[config.mk]
export PLATFORM = sky130hd
export DESIGN_NAME = console_line_editor_core_flat
export DESIGN_NICKNAME = d
export VERILOG_FILES = /design/src/hdl/cle_pkg.sv /design/src/hdl/cle_rx_if.sv /design/src/hdl/cle_tx_if.sv /design/src/hdl/cle_datapath.sv /design/src/hdl/cle_ctrl.sv /design/src/hdl/console_line_editor_core.sv /design/src/flat_wrapper.sv
export SDC_FILE = /design/constraint.sdc
export NUM_CORES = 1
export LEC_CHECK = 0
export BUFFER_PORTS_ARGS = -buffer_cell sky130_fd_sc_hd__clkbuf_2
export CAP_MARGIN = 20
export CORE_ASPECT_RATIO = 0.7
export CORE_UTILIZATION = 45
export CTS_CLUSTER_DIAMETER = 150
export DETAILED_ROUTE_END_ITERATION = 6
export SKIP_CTS_REPAIR_TIMING = 1
export SLEW_MARGIN = 20
export SYNTH_ARGS = -nofsm -noshare
export SYNTH_HDL_FRONTEND = slang
export SYNTH_SLANG_ARGS = --single-unit
[constraint.sdc]
create_clock -name clk -period 3.8 [get_ports clk]
set_input_delay 0.19 -clock clk [delete_from_list [all_inputs] [get_ports clk]]
set_output_delay 0.19 -clock clk [all_outputs]
set_load 0.02 [all_outputs]
[src/hdl/cle_pkg.sv]
// Shared types and constants for the console line editor.
// Holds the control/status structs between controller and datapath.
// No dependencies.
package cle_pkg;

    localparam logic [7:0] KEY_CR     = 8'h0d;
    localparam logic [7:0] KEY_LF     = 8'h0a;
    localparam logic [7:0] KEY_BELL   = 8'h07;
    localparam logic [7:0] KEY_BS     = 8'h08;
    localparam logic [7:0] KEY_SPACE  = 8'h20;
    localparam logic [7:0] KEY_PROMPT = 8'h3e;
    localparam logic [7:0] KEY_NUL    = 8'h00;

    localparam logic KIND_ECHO = 1'b0;
    localparam logic KIND_LINE = 1'b1;

    typedef enum logic [1:0] {
        OSEL_CONST,
        OSEL_CHAR,
        OSEL_MEM
    } out_sel_t;

    typedef struct packed {
        logic       latch_in;
        logic       store_wr;
        logic       fill_dec;
        logic       fill_clr;
        logic       rd_clr;
        logic       rd_inc;
        logic       out_load;
        out_sel_t   out_sel;
        logic [7:0] out_const;
        logic       out_kind;
        logic       out_last;
    } cle_cmd_t;

    typedef struct packed {
        logic is_cr;
        logic is_bs;
        logic full;
        logic empty;
        logic rd_last;
        logic out_free;
    } cle_status_t;

endpackage

[src/hdl/cle_rx_if.sv]
// Request channel carrying one received console byte.
// No dependencies.
interface cle_rx_if;
    logic       valid;
    logic       ready;
    logic [7:0] rx_byte;

    modport source (output valid, output rx_byte, input ready);
    modport sink (input valid, input rx_byte, output ready);
endinterface

[src/hdl/cle_tx_if.sv]
// Result channel carrying one echo or command-line byte.
// No dependencies.
interface cle_tx_if;
    logic       valid;
    logic       ready;
    logic [7:0] out_byte;
    logic       out_kind;
    logic       last;

    modport source (output valid, output out_byte, output out_kind, output last, input ready);
    modport sink (input valid, input out_byte, input out_kind, input last, output ready);
endinterface

[src/hdl/cle_datapath.sv]
// Datapath of the console line editor: line memory, fill count, read index,
// latched input byte and the result register. Depends on cle_pkg.
module cle_datapath #(
    parameter int LINE_CAPACITY = 32
) (
    input  logic                 clk,
    input  logic                 rst_n,
    input  cle_pkg::cle_cmd_t    cmd,
    output cle_pkg::cle_status_t status,
    input  logic [7:0]           in_byte,
    input  logic                 tx_ready,
    output logic                 tx_valid,
    output logic [7:0]           tx_byte,
    output logic                 tx_kind,
    output logic                 tx_last
);

    localparam int FILL_W = $clog2(LINE_CAPACITY + 1);
    localparam int IDX_W  = $clog2(LINE_CAPACITY);

    logic [7:0]        line_mem [LINE_CAPACITY];
    logic [7:0]        rdata_reg;
    logic [7:0]        char_reg;
    logic [FILL_W-1:0] fill_reg;
    logic [FILL_W-1:0] fill_next;
    logic [IDX_W-1:0]  rd_idx_reg;
    logic [IDX_W-1:0]  rd_idx_next;
    logic              tx_valid_reg;
    logic              tx_valid_next;
    logic [7:0]        tx_byte_reg;
    logic              tx_kind_reg;
    logic              tx_last_reg;
    logic [7:0]        out_data;

    always_comb
    begin
        fill_next = fill_reg;
        if (cmd.fill_clr)
        begin
            fill_next = '0;
        end
        else if (cmd.store_wr)
        begin
            fill_next = fill_reg + FILL_W'(1);
        end
        else if (cmd.fill_dec)
        begin
            fill_next = fill_reg - FILL_W'(1);
        end
    end

    always_comb
    begin
        rd_idx_next = rd_idx_reg;
        if (cmd.rd_clr)
        begin
            rd_idx_next = '0;
        end
        else if (cmd.rd_inc)
        begin
            rd_idx_next = rd_idx_reg + IDX_W'(1);
        end
    end

    always_comb
    begin
        unique case (cmd.out_sel)
            cle_pkg::OSEL_CHAR: out_data = char_reg;
            cle_pkg::OSEL_MEM:  out_data = rdata_reg;
            default:            out_data = cmd.out_const;
        endcase
    end

    assign tx_valid_next = cmd.out_load ? 1'b1 : (tx_ready ? 1'b0 : tx_valid_reg);

    always_ff @(posedge clk or negedge rst_n)
    begin
        if (!rst_n)
        begin
            fill_reg     <= '0;
            rd_idx_reg   <= '0;
            tx_valid_reg <= 1'b0;
        end
        else
        begin
            fill_reg     <= fill_next;
            rd_idx_reg   <= rd_idx_next;
            tx_valid_reg <= tx_valid_next;
        end
    end

    always_ff @(posedge clk)
    begin
        if (cmd.latch_in)
        begin
            char_reg <= in_byte;
        end
        if (cmd.out_load)
        begin
            tx_byte_reg <= out_data;
            tx_kind_reg <= cmd.out_kind;
            tx_last_reg <= cmd.out_last;
        end
    end

    // The read port follows the next index, so rdata_reg always holds the
    // entry at the current index while the line is being dumped.
    always_ff @(posedge clk)
    begin
        if (cmd.store_wr)
        begin
            line_mem[fill_reg[IDX_W-1:0]] <= char_reg;
        end
        rdata_reg <= line_mem[rd_idx_next];
    end

    assign status.is_cr    = (char_reg == cle_pkg::KEY_CR);
    assign status.is_bs    = (char_reg == cle_pkg::KEY_BS);
    assign status.full     = (fill_reg == FILL_W'(LINE_CAPACITY));
    assign status.empty    = (fill_reg == '0);
    assign status.rd_last  = ((FILL_W'(rd_idx_reg) + FILL_W'(1)) == fill_reg);
    assign status.out_free = !tx_valid_reg || tx_ready;

    assign tx_valid = tx_valid_reg;
    assign tx_byte  = tx_byte_reg;
    assign tx_kind  = tx_kind_reg;
    assign tx_last  = tx_last_reg;

`ifndef ASSERT_OFF
    a_fill_bound: assert property (@(posedge clk) disable iff (!rst_n)
        fill_reg <= FILL_W'(LINE_CAPACITY))
        else $error("fill count beyond line capacity");

    a_store_room: assert property (@(posedge clk) disable iff (!rst_n)
        cmd.store_wr |-> !status.full)
        else $error("store into a full line");

    a_dec_nonempty: assert property (@(posedge clk) disable iff (!rst_n)
        cmd.fill_dec |-> !status.empty)
        else $error("backspace on an empty line");

    a_no_overwrite: assert property (@(posedge clk) disable iff (!rst_n)
        cmd.out_load |-> status.out_free)
        else $error("pending result overwritten");
`endif

endmodule

[src/hdl/cle_ctrl.sv]
// Controller of the console line editor: sequences the results of each
// received byte through the datapath. Depends on cle_pkg.
module cle_ctrl (
    input  logic                 clk,
    input  logic                 rst_n,
    input  logic                 in_valid,
    output logic                 in_ready,
    input  cle_pkg::cle_status_t status,
    output cle_pkg::cle_cmd_t    cmd
);

    typedef enum logic [3:0] {
        S_IDLE,
        S_DECIDE,
        S_ECHO_CR,
        S_ECHO_LF,
        S_DUMP,
        S_PROMPT,
        S_BELL,
        S_STORE,
        S_BS1,
        S_BS2,
        S_BS3,
        S_NUL
    } state_t;

    state_t state_reg;
    state_t state_next;

    assign in_ready = (state_reg == S_IDLE);

    always_comb
    begin
        state_next    = state_reg;
        cmd           = '0;
        cmd.out_sel   = cle_pkg::OSEL_CONST;
        cmd.out_const = cle_pkg::KEY_NUL;
        cmd.out_kind  = cle_pkg::KIND_ECHO;
        unique case (state_reg)
            S_IDLE:
            begin
                if (in_valid)
                begin
                    cmd.latch_in = 1'b1;
                    state_next   = S_DECIDE;
                end
            end
            S_DECIDE:
            begin
                priority if (status.is_cr)
                begin
                    state_next = S_ECHO_CR;
                end
                else if (status.full)
                begin
                    state_next = S_BELL;
                end
                else if (!status.is_bs)
                begin
                    state_next = S_STORE;
                end
                else if (!status.empty)
                begin
                    state_next = S_BS1;
                end
                else
                begin
                    state_next = S_NUL;
                end
            end
            S_ECHO_CR:
            begin
                cmd.out_const = cle_pkg::KEY_CR;
                cmd.rd_clr    = 1'b1;
                if (status.out_free)
                begin
                    cmd.out_load = 1'b1;
                    state_next   = S_ECHO_LF;
                end
            end
            S_ECHO_LF:
            begin
                cmd.out_const = cle_pkg::KEY_LF;
                if (status.out_free)
                begin
                    cmd.out_load = 1'b1;
                    state_next   = status.empty ? S_PROMPT : S_DUMP;
                end
            end
            S_DUMP:
            begin
                cmd.out_sel  = cle_pkg::OSEL_MEM;
                cmd.out_kind = cle_pkg::KIND_LINE;
                if (status.out_free)
                begin
                    cmd.out_load = 1'b1;
                    if (status.rd_last)
                    begin
                        state_next = S_PROMPT;
                    end
                    else
                    begin
                        cmd.rd_inc = 1'b1;
                    end
                end
            end
            S_PROMPT:
            begin
                cmd.out_const = cle_pkg::KEY_PROMPT;
                cmd.out_last  = 1'b1;
                if (status.out_free)
                begin
                    cmd.out_load = 1'b1;
                    cmd.fill_clr = 1'b1;
                    state_next   = S_IDLE;
                end
            end
            S_BELL:
            begin
                cmd.out_const = cle_pkg::KEY_BELL;
                cmd.out_last  = 1'b1;
                if (status.out_free)
                begin
                    cmd.out_load = 1'b1;
                    state_next   = S_IDLE;
                end
            end
            S_STORE:
            begin
                cmd.out_sel  = cle_pkg::OSEL_CHAR;
                cmd.out_last = 1'b1;
                if (status.out_free)
                begin
                    cmd.out_load = 1'b1;
                    cmd.store_wr = 1'b1;
                    state_next   = S_IDLE;
                end
            end
            S_BS1:
            begin
                cmd.out_const = cle_pkg::KEY_BS;
                if (status.out_free)
                begin
                    cmd.out_load = 1'b1;
                    cmd.fill_dec = 1'b1;
                    state_next   = S_BS2;
                end
            end
            S_BS2:
            begin
                cmd.out_const = cle_pkg::KEY_SPACE;
                if (status.out_free)
                begin
                    cmd.out_load = 1'b1;
                    state_next   = S_BS3;
                end
            end
            S_BS3:
            begin
                cmd.out_const = cle_pkg::KEY_BS;
                cmd.out_last  = 1'b1;
                if (status.out_free)
                begin
                    cmd.out_load = 1'b1;
                    state_next   = S_IDLE;
                end
            end
            S_NUL:
            begin
                cmd.out_const = cle_pkg::KEY_NUL;
                cmd.out_last  = 1'b1;
                if (status.out_free)
                begin
                    cmd.out_load = 1'b1;
                    state_next   = S_IDLE;
                end
            end
            default:
            begin
                state_next = S_IDLE;
            end
        endcase
    end

    always_ff @(posedge clk or negedge rst_n)
    begin
        if (!rst_n)
        begin
            state_reg <= S_IDLE;
        end
        else
        begin
            state_reg <= state_next;
        end
    end

`ifndef ASSERT_OFF
    a_accept_only_idle: assert property (@(posedge clk) disable iff (!rst_n)
        cmd.latch_in |-> in_ready && in_valid)
        else $error("byte latched outside idle");

    a_decide_next: assert property (@(posedge clk) disable iff (!rst_n)
        cmd.latch_in |=> (state_reg == S_DECIDE))
        else $error("accepted byte not decoded");

    a_last_ends: assert property (@(posedge clk) disable iff (!rst_n)
        (cmd.out_load && cmd.out_last) |=> (state_reg == S_IDLE))
        else $error("final result did not return to idle");
`endif

endmodule

[src/hdl/console_line_editor_core.sv]
// Console line editor with echo: each received byte yields one or more echo
// or command-line results, the final one marked with last. An accepted byte
// is latched and decoded, then its results are loaded into the result
// register in turn: the byte itself for an ordinary byte, a bell for a full
// line, a NUL for an empty-line backspace, backspace, space and backspace
// for a backspace, and CR, LF, each stored byte and a prompt for a carriage
// return. The line memory delivers one stored byte per cycle while the sink
// does not stall, through its single registered read port. A sink that holds
// off a pending result delays the rest of the sequence. The next byte is
// taken once the last result of the previous one is loaded. Depends on
// cle_pkg, cle_rx_if, cle_tx_if, cle_ctrl and cle_datapath.
module console_line_editor_core #(
    parameter int LINE_CAPACITY = 32
) (
    input logic     clk,
    input logic     rst_n,
    cle_rx_if.sink  rx,
    cle_tx_if.source tx
);

    cle_pkg::cle_cmd_t    cmd;
    cle_pkg::cle_status_t status;

    cle_ctrl u_ctrl (
        .clk      (clk),
        .rst_n    (rst_n),
        .in_valid (rx.valid),
        .in_ready (rx.ready),
        .status   (status),
        .cmd      (cmd)
    );

    cle_datapath #(
        .LINE_CAPACITY (LINE_CAPACITY)
    ) u_datapath (
        .clk      (clk),
        .rst_n    (rst_n),
        .cmd      (cmd),
        .status   (status),
        .in_byte  (rx.rx_byte),
        .tx_ready (tx.ready),
        .tx_valid (tx.valid),
        .tx_byte  (tx.out_byte),
        .tx_kind  (tx.out_kind),
        .tx_last  (tx.last)
    );

endmodule
[src/flat_wrapper.sv]
// flat-port wrapper written by rule: the top's interface ports become plain ports
module console_line_editor_core_flat 
#(
    parameter int LINE_CAPACITY = 32
)
  (clk, rst_n, rx_valid, rx_rx_byte, rx_ready, tx_valid, tx_out_byte, tx_out_kind, tx_last, tx_ready);
  cle_rx_if rx_i ();
  cle_tx_if tx_i ();
  input logic clk;
  input logic rst_n;
  input wire logic [$bits(rx_i.valid)-1:0] rx_valid;
  input wire logic [$bits(rx_i.rx_byte)-1:0] rx_rx_byte;
  output wire logic [$bits(rx_i.ready)-1:0] rx_ready;
  output wire logic [$bits(tx_i.valid)-1:0] tx_valid;
  output wire logic [$bits(tx_i.out_byte)-1:0] tx_out_byte;
  output wire logic [$bits(tx_i.out_kind)-1:0] tx_out_kind;
  output wire logic [$bits(tx_i.last)-1:0] tx_last;
  input wire logic [$bits(tx_i.ready)-1:0] tx_ready;
  assign rx_i.valid = rx_valid;
  assign rx_i.rx_byte = rx_rx_byte;
  assign rx_ready = rx_i.ready;
  assign tx_valid = tx_i.valid;
  assign tx_out_byte = tx_i.out_byte;
  assign tx_out_kind = tx_i.out_kind;
  assign tx_last = tx_i.last;
  assign tx_i.ready = tx_ready;
  console_line_editor_core #(.LINE_CAPACITY(LINE_CAPACITY)) u_core (.clk(clk), .rst_n(rst_n), .rx(rx_i), .tx(tx_i));
endmodule
-- Word-level counts from Yosys, hierarchy flattened
Memories as Yosys holds them, arrays and structs flattened. A register that Yosys moved wholly into a read port is not among the register bits.
Index checks and enable logic that the tools add are counted.
- bits in registers: 34
- bits in writable memories: 256
- logic and storage cells: 87
- memories kept: 1
- $add $sub $neg: 4
- equality and inequality tests: 25
- muxes and demuxes: 39
- reduce and logical (&&, ||, !) cells: 10
- memory list (memory ; depth ; width ; rd ports ; clocked after Yosys merged registers in ; write ports ; line ; text):
    u_core.u_datapath.line_mem ; 32 ; 8 ; 1 ; 1 ; 1 ; cle_datapath.sv:21 ; logic [7:0] line_mem [LINE_CAPACITY];
- operators by type and width (kind ; number):
    $mux 4 ; 11
    $pmux 6 s6 ; 1
    $pmux 4 s8 ; 1
    $mux 6 ; 3
    $eq 4x3->1 const B ; 4
    $eq 4x4->1 const B ; 4
    $eq 8x4->1 const B ; 2
    $mux 1 ; 16
    $pmux 8 s2 ; 1
    $ne 2x1->1 const B ; 7
    $mux 5 ; 2
    $reduce_or 9->1 ; 1
    $eq 4x2->1 const B ; 2
    $reduce_and 8->1 ; 1
    $add 5x1->6 const B ; 1
    $add 6x1->6 const B ; 1
    $eq 6x6->1 ; 1
    $eq 6x6->1 const B ; 1
    $logic_not 6->1 ; 1
    $sub 6x1->6 const B ; 1
    $add 5x1->5 const B ; 1
    $reduce_or 5->1 ; 1
    $eq 4x1->1 const B ; 1
    $logic_not 4->1 ; 1
    11 further kinds ; 12

-- Depth between registers and ports, before layout
Gate-level depths: netlist of run 1.
- depth after elaboration: 7
- depth in mapped cells: 14

-- Hierarchy
A second synthesis of run 1 with hierarchy kept.
- cell total of the unflattened synthesis: 1215
- area, all modules: 14295.0 µm²
- modules (own cells, without submodules) (module ; instances ; cells an instance ; area each (µm²)):
    cle_datapath ; 1 ; 1134 ; 13704.4
    cle_ctrl ; 1 ; 81 ; 590.6

-- Worst setup path before layout of run 1
No wires, ideal clock.
- kind: reg2reg
- from: register u_core.u_datapath.rd_idx_reg[1]
- to: register u_core.u_datapath.rdata_reg[4], read port of u_core.u_datapath.line_mem
- setup time: 88 ps
- data arrival time: 3023 ps
- data required time: 3712 ps
- setup slack: 689 ps
- cell stages (with the launch flop): 14
- path buffers: 2
- cell sequence: dfrtp_1 > ha_1 > buf_2 > and3_1 > and3b_1 > or2_1 > a211oi_4 > mux2i_4 > clkinv_4 > buf_12 > mux2i_1 > a32oi_1 > o211ai_1 > nor4_2
- word-level cells in the longest chain between the ends: 7
- elaborated cells between the ends (all ways): 8
- classes of those cells: add/sub (2); eq/ne (1); mux (5)
- RTL lines (item ; line ; text):
    from (decl) ; cle_datapath.sv:26 ; logic [IDX_W-1:0] rd_idx_reg;
    from (signal assigned) ; cle_datapath.sv:87 ; rd_idx_reg <= rd_idx_next;
    $add 5x1->6 ; cle_datapath.sv:121 ; assign status.rd_last = ((FILL_W'(rd_idx_reg) + FILL_W'(1)) == fill_reg);
    $eq 6x6->1 ; cle_datapath.sv:121 ;
    $mux 1 ; cle_ctrl.sv:97 ; if (status.rd_last)
    $mux 2 ; cle_ctrl.sv:94 ; if (status.out_free)
    $mux 1 ; cle_ctrl.sv:39 ; unique case (state_reg)
    $mux 5 * ; cle_datapath.sv:59 ; else if (cmd.rd_inc)
    $mux 5 * ; cle_datapath.sv:55 ; if (cmd.rd_clr)
    to (decl) ; cle_datapath.sv:22 ; logic [7:0] rdata_reg;
Mark *: on every way between the ends. The rest lies on a longest branch, timed or not.
A chain may end at the register's enable or synchronous reset.

-- Final worst setup path of run 1
- from: register u_core.u_datapath.rd_idx_reg[1]
- to: register u_core.u_datapath.rdata_reg[3], read port of u_core.u_datapath.line_mem
The elaborated chain is that of the path after synthesis.

==> results of run 1 <==
==> worst max-delay path, stage by stage, from the launching register on <==
cell,delay (ns)
sky130_fd_sc_hd__dfrtp_1,0.44
sky130_fd_sc_hd__ha_1,0.31
sky130_fd_sc_hd__o21ba_2,0.24
sky130_fd_sc_hd__a221oi_2,0.31
sky130_fd_sc_hd__nor2_1,0.16
sky130_fd_sc_hd__o211ai_1,0.34
sky130_fd_sc_hd__mux2i_2,0.52
sky130_fd_sc_hd__nor3_1,0.14
sky130_fd_sc_hd__buf_4,0.20
sky130_fd_sc_hd__a32oi_1,0.45
sky130_fd_sc_hd__o211ai_1,0.24
sky130_fd_sc_hd__nor4_2,0.21
==> kinds of logic after synthesis <==
logic type,Yosys count
AO/OA/AOI/OAI,142
XOR/XNOR,11
adder cells (fa/ha/maj),8
buffers and inverters,55
flip-flops,298
multiplexers,85
AND/OR/NAND/NOR,293
==> worst paths after layout <==
| path | start | to | slack (ns) |
|---|---|---|---|
| setup / recovery | u_core.u_datapath.rd_idx_reg[1] | u_core.u_datapath.rdata_reg[3] | 0.15 |
| hold / removal | tx_ready | u_core.u_datapath.tx_valid | 0.06 |
| setup reg to reg | u_core.u_datapath.rd_idx_reg[1] | u_core.u_datapath.rdata_reg[3] | 0.15 |
| hold reg to reg | u_core.u_datapath.tx_valid | u_core.u_datapath.tx_valid | 0.64 |
| max in group asynchronous | rst_n | u_core.u_datapath.rd_idx_reg[1] | 3.33 |
| min in group asynchronous | rst_n | u_core.u_ctrl.state_reg[3] | 0.14 |
==> Yosys cell counts (all sizes together) (6+ instances only) <==
cell type,instances
a21oi,35
a22oi,7
a32oi,23
buf,29
clkbuf,12
dfrtp,16
dfxtp,8
edfxtp,274
ha,7
inv,13
mux2i,82
nand2,123
nand3,35
nor2,80
nor3,6
nor4,12
o211ai,17
o21ai,19
o221ai,17
xnor2,8
==> layer usage <==
layer	vias up	GRT usage	wire length, um
met3	45	0.0657	3400
met2	364	0.319	13200
met1	3951	0.363	15200
met4	0	0.0546	631
met5	-	0	0
li1	3584	-	-
==> cell type report <==
class                   instances  area, um2  area share
multi-input cells             539       3520       0.241
clock buffers                  35        748      0.0512
flip-flops and latches        298       8790       0.602
repair buffers                104        800      0.0548
well taps                     364        455      0.0312
inverters                      14       58.8     0.00403
clock inverters                17        226      0.0155
==> metrics by stage <==
stage / std cells / cell area [um2] / util / worst slack [ns] / hold slack (ns)
detailed placement: 1310 / 13500 / 0.499 / 0.165 / 0.167
global route: 1371 / 14600 / 0.539 / 0.0152 / 0.0910
CTS: 1362 / 14500 / 0.535 / 0.109 / -0.423
global placement: 1310 / 13500 / 0.499 / 0.269 / 0.168
floorplan: 892 / 12600 / - / 0.689 / -0.106
finish: 1371 / 14600 / 0.539 / 0.151 / 0.0557
==> power by group through the flow <==
stage	Sequential [mW]	Clock, mW	Combinational (mW)
final	4.07	2.97	3.44
after global routing	4.08	3.13	3.72
after CTS	4.06	3.01	3.37
after detailed placement	4.13	0	3.35
after global placement	4.13	0	3.33
after floorplan	4.18	0	2.13
==> flow_summary.html, run 1 <==
<table>
<tr><th>Metric</th><th>Value</th></tr>
<tr><th colspan="2">Floorplanning</th></tr>
<tr><td>Initial Util</td><td>0.464</td></tr>
<tr><td>Placeable core area</td><td>between 20000 and 30000 um2</td></tr>
<tr><td>I/O pin cnt</td><td>24</td></tr>
<tr><td>Die Y</td><td>142 um</td></tr>
<tr><td>Width of the die</td><td>just over 200 um</td></tr>
<tr><td>Std-Cell Rows</td><td>50</td></tr>
<tr><td>Total Die Area</td><td>~29000 um2</td></tr>
<tr><th colspan="2">Routing</th></tr>
<tr><td>Initial DRC count</td><td>960</td></tr>
<tr><td>Total iterations of the first detailed-routing run</td><td>5</td></tr>
<tr><td>Final WL</td><td>32500 um</td></tr>
<tr><td>Detailed-route wire length per cell</td><td>23.7 um</td></tr>
<tr><td>Post-DR vias/cell</td><td>5.79</td></tr>
<tr><td>Antenna Nets Post-Route</td><td>0</td></tr>
<tr><td>Post-detailed-route DRC marker count</td><td>0</td></tr>
<tr><td>Vias</td><td>slightly below 8000</td></tr>
<tr><th colspan="2">Yosys</th></tr>
<tr><td>Cell count after synthesis</td><td>892</td></tr>
<tr><td>Adder-cell share of the synthesized area</td><td>0.00856</td></tr>
<tr><td>Area share of xor/xnor cells in the synthesized design</td><td>0.00766</td></tr>
<tr><td>Area share of the largest cell type after synthesis</td><td>0.655</td></tr>
<tr><td>Number of distinct library cell variants in the gate-level netlist after synthesis</td><td>71</td></tr>
<tr><td>Mapped cell area</td><td>between 10000 and 15000 um2</td></tr>
<tr><td>Ys async rst share</td><td>0.0537</td></tr>
<tr><td>Share of the yosys chip area belonging to registers</td><td>0.699</td></tr>
<tr><td>FF+latch count, synth</td><td>298</td></tr>
<tr><td>Most area-consuming cells after synthesis</td><td>sky130_fd_sc_hd__edfxtp_1, sky130_fd_sc_hd__mux2i_1, sky130_fd_sc_hd__nand2_1, sky130_fd_sc_hd__dfrtp_1, sky130_fd_sc_hd__nor2_1</td></tr>
<tr><td>Mean area per synthesized cell</td><td>14.1 um2</td></tr>
<tr><td>Simple-gate area share of the yosys netlist</td><td>0.111</td></tr>
<tr><td>Biggest area consumer among synthesized cells</td><td>sky130_fd_sc_hd__edfxtp_1</td></tr>
<tr><td>Synth Warn #</td><td>0</td></tr>
<tr><td>Net count of the mapped netlist</td><td>912</td></tr>
<tr><td>Number of enable flip-flop cells after synthesis</td><td>274</td></tr>
<tr><td>Area fraction in compound gates after synthesis</td><td>0.0813</td></tr>
<tr><td>Top flip-flop cell by instance count after synthesis</td><td>sky130_fd_sc_hd__edfxtp_1</td></tr>
<tr><td>Largest family of logic cells by synthesized area</td><td>simple AND/OR/NAND/NOR gates</td></tr>
<tr><td>Multiplexer share of the synthesized area</td><td>0.0699</td></tr>
<tr><th colspan="2">Timing</th></tr>
<tr><td>Final worst path period share</td><td>0.960</td></tr>
<tr><td>Max-slew headroom at the worst pin</td><td>0.376</td></tr>
<tr><td>Setup repair after global routing missed its margin</td><td>false</td></tr>
<tr><td>Maximum clock skew at final layout</td><td>0.0109 ns</td></tr>
<tr><td>Peak Freq</td><td>274 MHz</td></tr>
<tr><td>Max Slew Vio Count</td><td>0</td></tr>
<tr><td>Actual transition at the worst max-transition pin</td><td>0.932 ns</td></tr>
<tr><td>Finish-stage setup viols</td><td>0</td></tr>
<tr><td>Minimum clock period</td><td>3.65 ns</td></tr>
<tr><td>Summed negative setup slack over all endpoints</td><td>0 ns</td></tr>
<tr><td>Number of hold violations in the final report</td><td>0</td></tr>
<tr><th colspan="2">Placed design</th></tr>
<tr><td>Routability cong.</td><td>0.917</td></tr>
<tr><td>Sum of net half-perimeters after detailed placement</td><td>21400 um</td></tr>
<tr><td>IO buf count</td><td>23</td></tr>
<tr><th colspan="2">Critical path</th></tr>
<tr><td>Startpoint types</td><td>flip-flop</td></tr>
<tr><td>Worst reg2reg path depth</td><td>11</td></tr>
<tr><td>Crit Path Class</td><td>flip-flop to flip-flop</td></tr>
<tr><td>Maximum fanout along the worst path</td><td>8</td></tr>
<tr><td>Worst path required time</td><td>between 4 and 5 ns</td></tr>
<tr><td>Crit path arrival time</td><td>between 4 and 5 ns</td></tr>
<tr><td>Kind of end point of the critical path</td><td>flip-flop</td></tr>
<tr><th colspan="2">Power</th></tr>
<tr><td>Logic pwr share</td><td>0.328</td></tr>
<tr><td>Power per standard cell area</td><td>717 nW/um2</td></tr>
<tr><td>Post-layout total power</td><td>10.5 mW</td></tr>
<tr><td>Net Sw Frac</td><td>0.344</td></tr>
<tr><td>Clock network fraction of design power</td><td>0.283</td></tr>
<tr><td>Total leakage power</td><td>5.01 nW</td></tr>
<tr><td>Fraction of power consumed by sequential logic</td><td>0.389</td></tr>
<tr><td>Internal Pwr Total</td><td>roughly 6.9 mW</td></tr>
<tr><td>Switch Pwr</td><td>3.60 mW</td></tr>
<tr><td>VDD IR max</td><td>approximately 0.0006 V</td></tr>
<tr><th colspan="2">Clocking</th></tr>
<tr><td>Clock transition at path regs</td><td>0.07 ns</td></tr>
<tr><td>Number of buffers on the longest clock path</td><td>3</td></tr>
<tr><td>Root Buffer</td><td>sky130_fd_sc_hd__clkbuf_16</td></tr>
<tr><td>Later-pin clock latency in the skew report</td><td>0.56 ns</td></tr>
<tr><td>Count of H-tree levels built during CTS</td><td>1</td></tr>
<tr><td>CTS Buf Count</td><td>28</td></tr>
<tr><td>TritonCTS clock tree</td><td>built</td></tr>
<tr><td>Number of clock sinks</td><td>between 200 and 300</td></tr>
<tr><th colspan="2">Global route</th></tr>
<tr><td>Number of global-route vias before repair</td><td>7650</td></tr>
<tr><td>Pin count of the biggest net entering global routing</td><td>50</td></tr>
<tr><td>Initial antenna violation count</td><td>0</td></tr>
<tr><td>Global-route wire length before repair</td><td>48800 um</td></tr>
<tr><td>Total track usage</td><td>0.233</td></tr>
<tr><td>Final global-route overflow total</td><td>0</td></tr>
<tr><th colspan="2">Status</th></tr>
<tr><td>Status</td><td>complete, no violations</td></tr>
<tr><th colspan="2">Layout</th></tr>
<tr><td>Layout cell share with drive strength beyond 1</td><td>0.172</td></tr>
<tr><td>Antenna fix cells</td><td>0</td></tr>
<tr><td>Max FFs per register</td><td>256</td></tr>
<tr><td>Commonest cells after routing, fill and taps aside</td><td>sky130_fd_sc_hd__edfxtp_1, sky130_fd_sc_hd__nand2_1, sky130_fd_sc_hd__mux2i_1, sky130_fd_sc_hd__nor2_1, sky130_fd_sc_hd__buf_4</td></tr>
<tr><td>Filler cell count</td><td>2228</td></tr>
<tr><td>Net count of the finished layout</td><td>1005</td></tr>
<tr><td>Post-synthesis to final-layout area growth</td><td>16.2%</td></tr>
<tr><td>Leading cell type in the layout, fill and taps excluded</td><td>sky130_fd_sc_hd__edfxtp_1</td></tr>
<tr><th colspan="2">Worst hold path</th></tr>
<tr><td>Hold Path Class</td><td>primary input to flip-flop</td></tr>
<tr><td>Hold depth</td><td>3</td></tr>
<tr><th colspan="2">Run</th></tr>
<tr><td>Max-capacitance violation count</td><td>0</td></tr>
</table>
Power figures use the tool's default switching activity.
==> run 2: changes to the inputs <==
- REMOVE_ABC_BUFFERS: not set -> 1
==> flow_summary.html, run 2 (same netlist as run 1, synthesis figures left out) <==
<table>
<tr><th>Metric</th><th>Value</th></tr>
<tr><th colspan="2">Status</th></tr>
<tr><td>Status</td><td>complete, no violations</td></tr>
<tr><th colspan="2">Clocking</th></tr>
<tr><td>TritonCTS clock tree</td><td>built</td></tr>
<tr><td>Number of clock sinks</td><td>298 (unchanged)</td></tr>
<tr><td>Later-pin clock latency in the skew report</td><td>0.57 ns (about the same)</td></tr>
<tr><td>Number of buffers on the longest clock path</td><td>3 (unchanged)</td></tr>
<tr><td>CTS Buf Count</td><td>29 (+3.6%)</td></tr>
<tr><td>Clock transition at path regs</td><td>0.07 ns (about the same)</td></tr>
<tr><td>Root Buffer</td><td>sky130_fd_sc_hd__clkbuf_16</td></tr>
<tr><td>Count of H-tree levels built during CTS</td><td>1 (unchanged)</td></tr>
<tr><th colspan="2">Floorplanning</th></tr>
<tr><td>Initial Util</td><td>0.464 (unchanged)</td></tr>
<tr><td>Std-Cell Rows</td><td>50 (unchanged)</td></tr>
<tr><td>Die Y</td><td>142 um (unchanged)</td></tr>
<tr><td>Total Die Area</td><td>28600 um2 (unchanged)</td></tr>
<tr><td>I/O pin cnt</td><td>24 (unchanged)</td></tr>
<tr><td>Width of the die</td><td>202 um (unchanged)</td></tr>
<tr><td>Placeable core area</td><td>27100 um2 (unchanged)</td></tr>
<tr><th colspan="2">Timing</th></tr>
<tr><td>Finish-stage setup viols</td><td>0 (unchanged)</td></tr>
<tr><td>Summed negative setup slack over all endpoints</td><td>0 ns (unchanged)</td></tr>
<tr><td>Max-slew headroom at the worst pin</td><td>0.320 (-0.0563)</td></tr>
<tr><td>Maximum clock skew at final layout</td><td>0.00941 ns (-0.00151 ns)</td></tr>
<tr><td>Minimum clock period</td><td>3.58 ns (-0.0712 ns)</td></tr>
<tr><td>Actual transition at the worst max-transition pin</td><td>1.01 ns (+0.0802 ns)</td></tr>
<tr><td>Final worst path period share</td><td>0.942 (-0.0187)</td></tr>
<tr><td>Worst-case setup margin in the final layout</td><td>0.222 ns (+0.0712 ns)</td></tr>
<tr><td>Peak Freq</td><td>279 MHz (+2.0%)</td></tr>
<tr><td>Number of hold violations in the final report</td><td>0 (unchanged)</td></tr>
<tr><td>Max Slew Vio Count</td><td>0 (unchanged)</td></tr>
<tr><td>Setup repair after global routing missed its margin</td><td>false</td></tr>
<tr><th colspan="2">Placed design</th></tr>
<tr><td>Routability cong.</td><td>0.881 (-4.0%)</td></tr>
<tr><td>Sum of net half-perimeters after detailed placement</td><td>22100 um (+3.5%)</td></tr>
<tr><td>IO buf count</td><td>23 (unchanged)</td></tr>
<tr><td>Cell Count Post-Placement</td><td>1321 (+0.84%)</td></tr>
<tr><td>Pre-CTS setup slack</td><td>0.158 ns (-0.00753 ns)</td></tr>
<tr><td>Area after DPL</td><td>13600 um2 (+0.43%)</td></tr>
<tr><th colspan="2">Critical path</th></tr>
<tr><td>Cell type of the slowest stage on the worst timing path</td><td>sky130_fd_sc_hd__dfrtp_1</td></tr>
<tr><td>Buffers &amp; Inverters on Critical Path</td><td>2 (+1)</td></tr>
<tr><td>Worst path required time</td><td>4.28 ns (+0.02 ns)</td></tr>
<tr><td>Startpoint types</td><td>flip-flop</td></tr>
<tr><td>Kind of end point of the critical path</td><td>flip-flop</td></tr>
<tr><td>Crit path arrival time</td><td>4.06 ns (-0.05 ns)</td></tr>
<tr><td>Cell family with the largest share of critical-path delay</td><td>compound AO/OA/AOI/OAI gates</td></tr>
<tr><td>Delay of the slowest cell on the worst path</td><td>0.43 ns (-0.09 ns)</td></tr>
<tr><td>Crit Path Class</td><td>flip-flop to flip-flop</td></tr>
<tr><td>Maximum fanout along the worst path</td><td>15 (+7)</td></tr>
<tr><td>Worst path cell trace</td><td>ha_1, o21ba_2, a221oi_2, or2_1, a21oi_2, o21ai_4, clkinv_2, buf_4, mux2i_1, o221ai_1, a21oi_1, nor4_2</td></tr>
<tr><th colspan="2">Routing</th></tr>
<tr><td>Antenna Nets Post-Route</td><td>0 (unchanged)</td></tr>
<tr><td>Initial DRC count</td><td>812 (-15%)</td></tr>
<tr><td>Post-DR vias/cell</td><td>5.72 (-1.3%)</td></tr>
<tr><td>Final WL</td><td>32500 um (+0.13%)</td></tr>
<tr><td>Vias</td><td>7925 (-0.24%)</td></tr>
<tr><td>Total iterations of the first detailed-routing run</td><td>5 (unchanged)</td></tr>
<tr><td>Post-detailed-route DRC marker count</td><td>0 (unchanged)</td></tr>
<tr><td>Detailed-route wire length per cell</td><td>23.5 um (-0.95%)</td></tr>
<tr><th colspan="2">Run</th></tr>
<tr><td>Max-capacitance violation count</td><td>0 (unchanged)</td></tr>
<tr><th colspan="2">Global route</th></tr>
<tr><td>Number of global-route vias before repair</td><td>7523 (-1.7%)</td></tr>
<tr><td>Global-route wire length before repair</td><td>48000 um (-1.6%)</td></tr>
<tr><td>Initial antenna violation count</td><td>0 (unchanged)</td></tr>
<tr><td>Pin count of the biggest net entering global routing</td><td>40 (-20%)</td></tr>
<tr><td>Total track usage</td><td>0.231 (-0.00198)</td></tr>
<tr><td>Final global-route overflow total</td><td>0 (unchanged)</td></tr>
<tr><th colspan="2">Power</th></tr>
<tr><td>Total leakage power</td><td>5.06 nW (+1.1%)</td></tr>
<tr><td>Switch Pwr</td><td>3.66 mW (+1.6%)</td></tr>
<tr><td>Logic pwr share</td><td>0.329 (about the same)</td></tr>
<tr><td>VDD IR max</td><td>0.000396 V (-33%)</td></tr>
<tr><td>Net Sw Frac</td><td>0.349 (+0.00501)</td></tr>
<tr><td>Internal Pwr Total</td><td>6.83 mW (-0.65%)</td></tr>
<tr><td>Fraction of power consumed by sequential logic</td><td>0.393 (+0.004)</td></tr>
<tr><td>Power per standard cell area</td><td>715 nW/um2 (-0.26%)</td></tr>
<tr><td>Clock network fraction of design power</td><td>0.278 (-0.005)</td></tr>
<tr><th colspan="2">Worst hold path</th></tr>
<tr><td>Hold Path Class</td><td>primary input to flip-flop</td></tr>
<tr><th colspan="2">Layout</th></tr>
<tr><td>Leading cell type in the layout, fill and taps excluded</td><td>sky130_fd_sc_hd__edfxtp_1</td></tr>
<tr><td>Post-route cell area</td><td>14700 um2 (+0.38%)</td></tr>
<tr><td>Number of standard cells in the layout, taps in and fillers out</td><td>1386 (+1.1%)</td></tr>
<tr><td>Layout cell share with drive strength beyond 1</td><td>0.186 (+0.0143)</td></tr>
<tr><td>Post-synthesis to final-layout area growth</td><td>16.6%</td></tr>
<tr><td>Commonest cells after routing, fill and taps aside</td><td>sky130_fd_sc_hd__edfxtp_1, sky130_fd_sc_hd__nand2_1, sky130_fd_sc_hd__buf_4, sky130_fd_sc_hd__mux2i_1, sky130_fd_sc_hd__nor2_1</td></tr>
<tr><td>Max FFs per register</td><td>256 (unchanged)</td></tr>
<tr><td>Net count of the finished layout</td><td>1018 (+1.3%)</td></tr>
<tr><td>Final core area utilization</td><td>0.541 (+0.00203)</td></tr>
</table>
-- run 2: cell type report --
| cell class | instances | area [um2] |
|---|---|---|
| fill | 2272 | 12400 |
| sequential | 298 | 8790 |
| multi-input combinational | 539 | 3520 |
| timing repair buffer | 116 | 861 |
| clock buffer | 36 | 782 |
| tap | 364 | 455 |
| clock inverter | 18 | 184 |
| inverter | 14 | 58.8 |
| antenna | 1 | 2.50 |
-- run 2: metrics by stage --
step                      hold slack, ns  total power [mW]
after floorplan                   -0.106              6.20
after global placement             0.170              7.54
after detailed placement           0.172              7.55
after CTS                         -0.442              10.5
after global routing              0.0763              11.0
final                             0.0498              10.5
-- run 2: path summary, 6_finish.rpt --
check                      slack (ns)                             from                         endpoint  cells after the start
hold reg to reg                  0.57  u_core.u_datapath.rd_idx_reg[4]  u_core.u_datapath.rd_idx_reg[4]                      1
hold / removal                   0.05                         tx_ready       u_core.u_datapath.tx_valid                      3
min in group asynchronous        0.10                            rst_n    u_core.u_datapath.fill_reg[4]                      2
setup / recovery                 0.22  u_core.u_datapath.rd_idx_reg[1]   u_core.u_datapath.rdata_reg[7]                     12
max in group asynchronous        3.37                            rst_n  u_core.u_datapath.rd_idx_reg[3]                      2
setup reg to reg                 0.22  u_core.u_datapath.rd_idx_reg[1]   u_core.u_datapath.rdata_reg[7]                     12
-- run 2: power by group through the flow --
stage	sequential [mW]	combinational (mW)	clock [mW]
after floorplan	4.25	1.94	0
after global placement	4.18	3.36	0
after detailed placement	4.18	3.37	0
after CTS	4.11	3.39	2.98
after global routing	4.14	3.73	3.09
final	4.12	3.45	2.92
-- run 2: worst min-delay path, cell delays in order --
cell and delay, ns:
sky130_fd_sc_hd__clkbuf_2 0.10, sky130_fd_sc_hd__nand2b_1 0.21, sky130_fd_sc_hd__nand2_1 0.08
-- run 2: per-layer routing --
metal	up-vias	routed length [um]	global-route usage
met2	327	13000	0.309
met3	50	3510	0.0703
met5	-	0	0
li1	3611	-	-
met4	0	726	0.0566
met1	3937	15300	0.361
